**config.mk**
```make
export PLATFORM = sky130hd
export DESIGN_NAME = cmi_controller
export DESIGN_NICKNAME = d
export VERILOG_FILES = /design/src/rtl/cmi_pkg.sv /design/src/rtl/cmi_controller.sv
export SDC_FILE = /design/constraint.sdc
export NUM_CORES = 1
export LEC_CHECK = 0
export ABC_AREA = 1
export BUFFER_PORTS_ARGS = -buffer_cell sky130_fd_sc_hd__buf_2
export CAP_MARGIN = 10
export CORE_UTILIZATION = 60
export CTS_BUF_LIST = sky130_fd_sc_hd__clkbuf_4
export CTS_CLUSTER_DIAMETER = 30
export DETAILED_ROUTE_END_ITERATION = 12
export PLACE_DENSITY = 0.86
export SLEW_MARGIN = 20
export SYNTH_ARGS = -nofsm -noshare
export SYNTH_HDL_FRONTEND = slang
export SYNTH_SLANG_ARGS = --single-unit
```
**constraint.sdc**
```tcl
create_clock -name clk -period 3.8 [get_ports clk]
set_clock_uncertainty 0.15 [all_clocks]
set_input_delay 0.57 -clock clk [delete_from_list [all_inputs] [get_ports clk]]
set_output_delay 0.57 -clock clk [all_outputs]
set_load 0.005 [all_outputs]
```
**src/rtl/cmi_pkg.sv**
```systemverilog
// ----------------------------------------------------------------------------
// Chaotic map iterator package
// Shared constants, command codes and the control/status structs that join
// the controller and the datapath.
// ----------------------------------------------------------------------------
package cmi_pkg;

  localparam int PosWidth  = 32;
  localparam int PosFrac   = PosWidth - 3;
  localparam int ParFrac   = 28;
  localparam int LogFrac   = 30;
  localparam int Terms     = 20;

  localparam logic [31:0] POS_ONE  = 32'h2000_0000;
  localparam logic [31:0] POS_HALF = 32'h1000_0000;
  localparam logic [31:0] TWOPI_POS = 32'hC90F_DAA2;
  localparam logic [31:0] TWOPI_PAR = 32'h6487_ED51;
  localparam logic [63:0] LN2_Q62   = 64'h2C5C_85FD_F473_DE6B;
  localparam logic [63:0] Q62_ONE   = 64'h4000_0000_0000_0000;

  localparam logic [1:0] MAP_LOGISTIC = 2'd0;
  localparam logic [1:0] MAP_TENT     = 2'd1;
  localparam logic [1:0] MAP_POWER    = 2'd2;
  localparam logic [1:0] MAP_CIRCLE   = 2'd3;

  localparam logic [1:0] REG_MAP_KIND = 2'd0;
  localparam logic [1:0] REG_NONLIN   = 2'd1;
  localparam logic [1:0] REG_START    = 2'd2;

  typedef enum logic [4:0] {
    OP_NONE,
    OP_LOAD,
    OP_ZERO_CLIP,
    OP_ZERO,
    OP_MUL,
    OP_SAT,
    OP_NORM_INIT,
    OP_NORM_STEP,
    OP_LOG_STEP,
    OP_LOG_DONE,
    OP_EXP_SPLIT,
    OP_SERIES_INIT,
    OP_DIV,
    OP_TERM_ACC,
    OP_POW_DONE,
    OP_ROT_INIT,
    OP_ROT_RED,
    OP_ROT_SUM,
    OP_WRITE
  } op_t;

  typedef enum logic [2:0] {
    MS_X_CX,
    MS_R_PAR,
    MS_X_PAR,
    MS_CX_PAR,
    MS_M_M,
    MS_MAG_Z,
    MS_T_LN2,
    MS_TERM_U
  } msel_t;

  typedef struct packed {
    op_t   op;
    msel_t msel;
  } cmd_t;

  typedef struct packed {
    logic x_gt_one;
    logic x_lt_half;
    logic x_zero;
    logic norm_done;
    logic a_ge;
    logic term_last;
    logic mul_done;
    logic div_done;
  } status_t;

endpackage

```
**src/rtl/cmi_controller.sv**
```systemverilog
// ----------------------------------------------------------------------------
// Chaotic map iterator controller
// Sequences the datapath through the steps of the selected map and owns the
// input and output handshakes.
// ----------------------------------------------------------------------------
module cmi_controller import cmi_pkg::*; (
  input  logic       clk,
  input  logic       rst,
  input  logic [1:0] map_kind,
  input  status_t    sts,
  input  logic       in_valid,
  output logic       in_ready,
  input  logic       out_ready,
  output logic       out_valid,
  output cmd_t       cmd
);

  typedef enum logic [4:0] {
    S_IDLE,
    S_DISPATCH,
    S_MWAIT,
    S_L2,
    S_SAT,
    S_NORM,
    S_LMUL,
    S_LOGS,
    S_LOGD,
    S_ZMUL,
    S_SPLIT,
    S_TMUL,
    S_SER,
    S_UMUL,
    S_DSTART,
    S_DWAIT,
    S_ACC,
    S_PDONE,
    S_ROT,
    S_WRITE
  } state_t;

  state_t     state;
  state_t     ret;
  logic [4:0] lcnt;
  logic       out_free;

  assign in_ready = (state == S_IDLE);
  assign out_free = !out_valid || out_ready;

  always_comb begin
    cmd.op   = OP_NONE;
    cmd.msel = MS_X_CX;
    case (state)
      S_IDLE: if (in_valid) cmd.op = OP_LOAD;
      S_DISPATCH: begin
        case (map_kind)
          MAP_LOGISTIC: begin
            if (sts.x_gt_one) begin
              cmd.op = OP_ZERO_CLIP;
            end else begin
              cmd.op   = OP_MUL;
              cmd.msel = MS_X_CX;
            end
          end
          MAP_TENT: begin
            if (sts.x_lt_half) begin
              cmd.op   = OP_MUL;
              cmd.msel = MS_X_PAR;
            end else if (sts.x_gt_one) begin
              cmd.op = OP_ZERO_CLIP;
            end else begin
              cmd.op   = OP_MUL;
              cmd.msel = MS_CX_PAR;
            end
          end
          MAP_POWER:  cmd.op = sts.x_zero ? OP_ZERO : OP_NORM_INIT;
          default:    cmd.op = OP_ROT_INIT;
        endcase
      end
      S_L2: begin
        cmd.op   = OP_MUL;
        cmd.msel = MS_R_PAR;
      end
      S_SAT:   cmd.op = OP_SAT;
      S_NORM:  if (!sts.norm_done) cmd.op = OP_NORM_STEP;
      S_LMUL: begin
        cmd.op   = OP_MUL;
        cmd.msel = MS_M_M;
      end
      S_LOGS:  cmd.op = OP_LOG_STEP;
      S_LOGD:  cmd.op = OP_LOG_DONE;
      S_ZMUL: begin
        cmd.op   = OP_MUL;
        cmd.msel = MS_MAG_Z;
      end
      S_SPLIT: cmd.op = OP_EXP_SPLIT;
      S_TMUL: begin
        cmd.op   = OP_MUL;
        cmd.msel = MS_T_LN2;
      end
      S_SER:   cmd.op = OP_SERIES_INIT;
      S_UMUL: begin
        cmd.op   = OP_MUL;
        cmd.msel = MS_TERM_U;
      end
      S_DSTART: cmd.op = OP_DIV;
      S_ACC:    cmd.op = OP_TERM_ACC;
      S_PDONE:  cmd.op = OP_POW_DONE;
      S_ROT:    cmd.op = sts.a_ge ? OP_ROT_RED : OP_ROT_SUM;
      S_WRITE:  if (out_free) cmd.op = OP_WRITE;
      default:  cmd.op = OP_NONE;
    endcase
  end

  always_ff @(posedge clk) begin
    if (rst) begin
      state     <= S_IDLE;
      ret       <= S_IDLE;
      lcnt      <= '0;
      out_valid <= 1'b0;
    end else begin
      if (out_ready && state != S_WRITE) out_valid <= 1'b0;
      case (state)
        S_IDLE: if (in_valid) state <= S_DISPATCH;
        S_DISPATCH: begin
          case (map_kind)
            MAP_LOGISTIC: begin
              if (sts.x_gt_one) begin
                state <= S_WRITE;
              end else begin
                ret   <= S_L2;
                state <= S_MWAIT;
              end
            end
            MAP_TENT: begin
              if (!sts.x_lt_half && sts.x_gt_one) begin
                state <= S_WRITE;
              end else begin
                ret   <= S_SAT;
                state <= S_MWAIT;
              end
            end
            MAP_POWER: begin
              lcnt  <= '0;
              state <= sts.x_zero ? S_WRITE : S_NORM;
            end
            default: state <= S_ROT;
          endcase
        end
        S_MWAIT: if (sts.mul_done) state <= ret;
        S_L2: begin
          ret   <= S_SAT;
          state <= S_MWAIT;
        end
        S_SAT:  state <= S_WRITE;
        S_NORM: if (sts.norm_done) state <= S_LMUL;
        S_LMUL: begin
          ret   <= S_LOGS;
          state <= S_MWAIT;
        end
        S_LOGS: begin
          if (lcnt == 5'(LogFrac - 1)) begin
            state <= S_LOGD;
          end else begin
            lcnt  <= lcnt + 5'd1;
            state <= S_LMUL;
          end
        end
        S_LOGD: state <= S_ZMUL;
        S_ZMUL: begin
          ret   <= S_SPLIT;
          state <= S_MWAIT;
        end
        S_SPLIT: state <= S_TMUL;
        S_TMUL: begin
          ret   <= S_SER;
          state <= S_MWAIT;
        end
        S_SER: state <= S_UMUL;
        S_UMUL: begin
          ret   <= S_DSTART;
          state <= S_MWAIT;
        end
        S_DSTART: state <= S_DWAIT;
        S_DWAIT:  if (sts.div_done) state <= S_ACC;
        S_ACC:    state <= sts.term_last ? S_PDONE : S_UMUL;
        S_PDONE:  state <= S_WRITE;
        S_ROT:    if (!sts.a_ge) state <= S_WRITE;
        S_WRITE: begin
          if (out_free) begin
            out_valid <= 1'b1;
            state     <= S_IDLE;
          end
        end
        default: state <= S_IDLE;
      endcase
    end
  end

endmodule

```
Word-level counts from Yosys, hierarchy flattened
Cells that the tools add are included.

cells by class
  $add $sub $neg = 1
  multiply operators = 0
  divide/modulo/power cells = 0
  $lt $le $gt $ge = 0
  equality and inequality tests = 34
  shift-type cells = 0
  multiplexer cells = 35
  bitwise gates (word level) = 0
  reductions and logical operators = 14

operators with widths
  cell                                                                    number
  5-bit two-way mux                                                       15
  5-bit case mux with 15 select lines                                     1
  5-bit case mux with 14 select lines                                     1
  5-bit by 4-bit equality test with 1-bit output (second input constant)  8
  5-bit case mux with 3 select lines                                      2
  5-bit case mux with 6 select lines                                      1
  5-bit equality test (second input constant)                             5
  5-bit by 3-bit equality test with 1-bit output (second input constant)  4
  5-bit case mux with 2 select lines                                      2
  3-bit case mux with 6 select lines                                      1
  2-bit != test (second input constant)                                   7
  3-bit two-way mux                                                       4
  5-bit by 2-bit equality test with 1-bit output (second input constant)  2
  8-bit two-way mux                                                       1
  3-bit != test (second input constant)                                   2
  6-bit AND reduction                                                     1
  6-bit nonzero test                                                      1
  5-bit by 1-bit adder with 5-bit output (second input constant)          1
  5-bit by 1-bit equality test with 1-bit output (second input constant)  1
  5-bit logical NOT                                                       1
  1-bit two-way mux                                                       5
  5-bit != test (second input constant)                                   1
  5-bit OR reduction                                                      1
  4-bit two-way mux                                                       1
  13 further kinds                                                        15

storage, ports and cells
  register bits after elaboration = 16
  bits in latches = 0
  memory bits (writable) = 0
  memory bits (read-only) = 0
  bits of input ports = 14
  output and inout bits = 10
  word-level logic and storage cells = 88
  memories kept = 0

Longest topological paths before layout
  word-level depth = 5
  mapped depth = 10

Worst setup path after synthesis
OpenSTA, ideal clock, no wires.

  kind = reg2out
  start point = reg state[2]
  end point = out cmd[5] in the netlist's numbering
  data arrival time = 1.170 ns
  required time = 3.080 ns
  setup slack = 1.910 ns
  cell stages (with the launch flop) = 8
  path buffers = 0
  path through = dfxtp_1 nor2_4 nand2_2 nor2_1 nor2_1 nand2_1 nor2_1 o2111ai_1

RTL lines
  element                 RTL line               source
  start, declared         cmi_controller.sv:41   state_t state;
  start signal, assigned  cmi_controller.sv:144  state <= sts.x_zero ? S_WRITE : S_NORM;
  start signal, assigned  cmi_controller.sv:149  S_MWAIT: if (sts.mul_done) state <= ret;
  start signal, assigned  cmi_controller.sv:185  S_ACC: state <= sts.term_last ? S_PDONE : S_UMUL;
  end, declared           cmi_controller.sv:15   output cmd_t cmd

==> out/results.txt <==
critical path capture point type = primary output
crit path cell chain = inv_1, nand2_2, nor2_1, nor2_1, nand2_1, nor2_1, o2111ai_1, buf_2
Tot GR Track Use = 0.3175
Reg2Reg Capture Point = state[1]
vias in the first global route = 1380
crit path max fanout = 11
flops & latches, synth = 15
total power = 0.8597 mW
total CTS buffers = 3
CTS Buffer Depth = 2
Cell Area, Synth = 1308 um2
vias per inst = 5.545
Post-CTS Setup Bufs = 0
I/O pin count = 24
CP endpoint = cmd[5]
Port Buffer Count = 23
most common cell after layout, fill and taps aside = nand2_1
Detailed Route WL = 3437 um
Slew Limit Fails = 0
Hold Fails Final Rpt = 0
die height = 48.68 um
largest stage delay on the critical path = 0.56 ns
CTS tree = done
pwr/cell area = 581.8 nW/um2
drt drc = 0
Setup TNS = 0 ns
global route overflow = 0
H-tree levels = 1
CP Launch Type = register
first-pass GRT wire length = 5858 um
R2R depth = 9
static leakage = 0.7497 nW
Die W = 48.68 um
average cell area after synthesis = 5.588 um2
area grow syn2layout = 13.01%
CP dominant cell by count = nor2_1
nets = 276
crit path from = state[4]
synth top area cells = dfxtp_1, nand2_1, nor2_1
CTS resizes = 0
CP Class = reg -> out
Reg-to-Reg Start = state[4]
slowest cell on the critical path = dfxtp_1
Worst Path Required = 3.08 ns
share of cells above drive strength 1 = 0.1583
die area = 2370 um2
antenna violations before repair = 0
Final Cycle Share = 0.6946
antenna viol nets, final = 0
worst vdd ir = 0.4061 mV
Final setup viols = 0
Post-Syn Instances = 234
hpwl dp = 2728 um
Iter 0 DRT Violations = 93
unrepaired setup endpoints after global routing = false
Worst Hold Class = reg -> reg
core area = 2002 um2
setup slack, reg-to-reg = 1.91 ns
routed length per instance = 12.02 um
Placer Congestion = 0.9761
hold_buf cts = 0
Initial DRT Pass Iterations = 5
worst slew pin tran = 0.3725 ns
# rows = 16
largest net degree at the start of global routing = 12
minimum clock period = 2.640 ns
commonest non-fill, non-tap cells in the layout = nand2_1, nor2_1, inv_1
outcome = finished, final reports clean
Worst slew margin = 0.7513
synth unique cells = 32
Fmax = 378.9 MHz
initial core utilization = 0.6531
yosys warns = 0
MaxCap Viol Count = 0
Synthesized Nets = 250
cell taking the most area after synthesis = dfxtp_1
Skew-Pair Late Insertion Delay = 0.29 ns
Seq/Total Area, Yosys = 0.2297
clock root cell = clkbuf_4
Hold Slack = 0.3188 ns
# clock sinks = 15
via count = 1586
top cell type's share of synthesized area = 0.2297
Reg clk slew, reported paths = 0.10 ns
number of diodes = 0
WP data arrival = 1.92 ns
==> critical path: cells and delay by family (launching register included) <==
| kind | cells | cell delay (ns) |
|---|---|---|
| and+or+nand+nor | 5 | 0.64 |
| DFF | 1 | 0.56 |
| AOI/OAI and AO/OA | 1 | 0.11 |
| buffers and inverters | 2 | 0.31 |
==> power breakdown <==
part	internal, mW	leakage (nW)	switching, mW
Combinational	0.179	0.609	0.344
Sequential	0.191	0.122	0.0412
Clock	0.0480	0.0184	0.0569
Total	0.417	0.750	0.442
==> cell families after synthesis <==
group	share of synthesized area
AO/OA/AOI/OAI	0.1388
XOR/XNOR	0.006700
adder cells (fa/ha/maj)	0.01914
buffers and inverters	0.08707
flip-flops	0.2297
AND/OR/NAND/NOR	0.5187
==> area by class of cell <==
type                            instances  area, um2
Inverter                               28      105.1
Sequential cell                        15      300.3
Fill cell                             190      524.3
Tap cell                               27      33.78
Multi-Input combinational cell        189      893.4
Clock buffer                            4      30.03
Timing Repair Buffer                   23      115.1
==> sequential cells by signal, summed over array words and instances, names as in the netlist <==
signal / count
ret: 4
state: 5
lcnt: 5
out_valid: 1
==> through the flow <==
stage / util / area, um2 / cells / setup slack [ns]
floorplan: - / 1308 / 234 / 1.910
detailed placement: 0.7231 / 1448 / 282 / 1.545
global placement: 0.7231 / 1448 / 282 / 1.582
global route: 0.7381 / 1478 / 286 / 1.016
CTS: 0.7381 / 1478 / 286 / 1.211
finish: 0.7381 / 1478 / 286 / 1.160
==> how the worst min path moves through the flow <==
stage	from	to	slack [ns]	depth (start not counted)
detailed placement	lcnt[4]	lcnt[4]	0.31	2
CTS	lcnt[4]	lcnt[4]	0.32	2
global placement	lcnt[4]	lcnt[4]	0.30	2
global route	ret[3]	ret[3]	0.35	2
finish	lcnt[4]	lcnt[4]	0.32	2
floorplan	ret[3]	ret[3]	0.29	2
==> cell usage after synthesis (all sizes together) <==
library cell   n
o22ai          1
nand3         18
o21bai         1
buf            1
o211ai         3
nor2          52
and3           1
clkbuf         1
nand2         72
inv           28
nor3           5
o21ai          7
or3            1
a21oi         14
nor4           1
nand4          3
dfxtp         15
a22oi          1
xnor2          1
a211oi         1
or2            2
o2111ai        1
nand3b         2
ha             2
==> routing by layer <==
layer,GRT usage,vias to the layer above,share of wire
li1,-,799,-
met1,0.4253,696,0.46
met2,0.5093,84,0.43
met3,0.06289,7,0.10
met4,0.09804,0,0.0096
met5,0,-,0
Power figures use the tool's default switching activity.
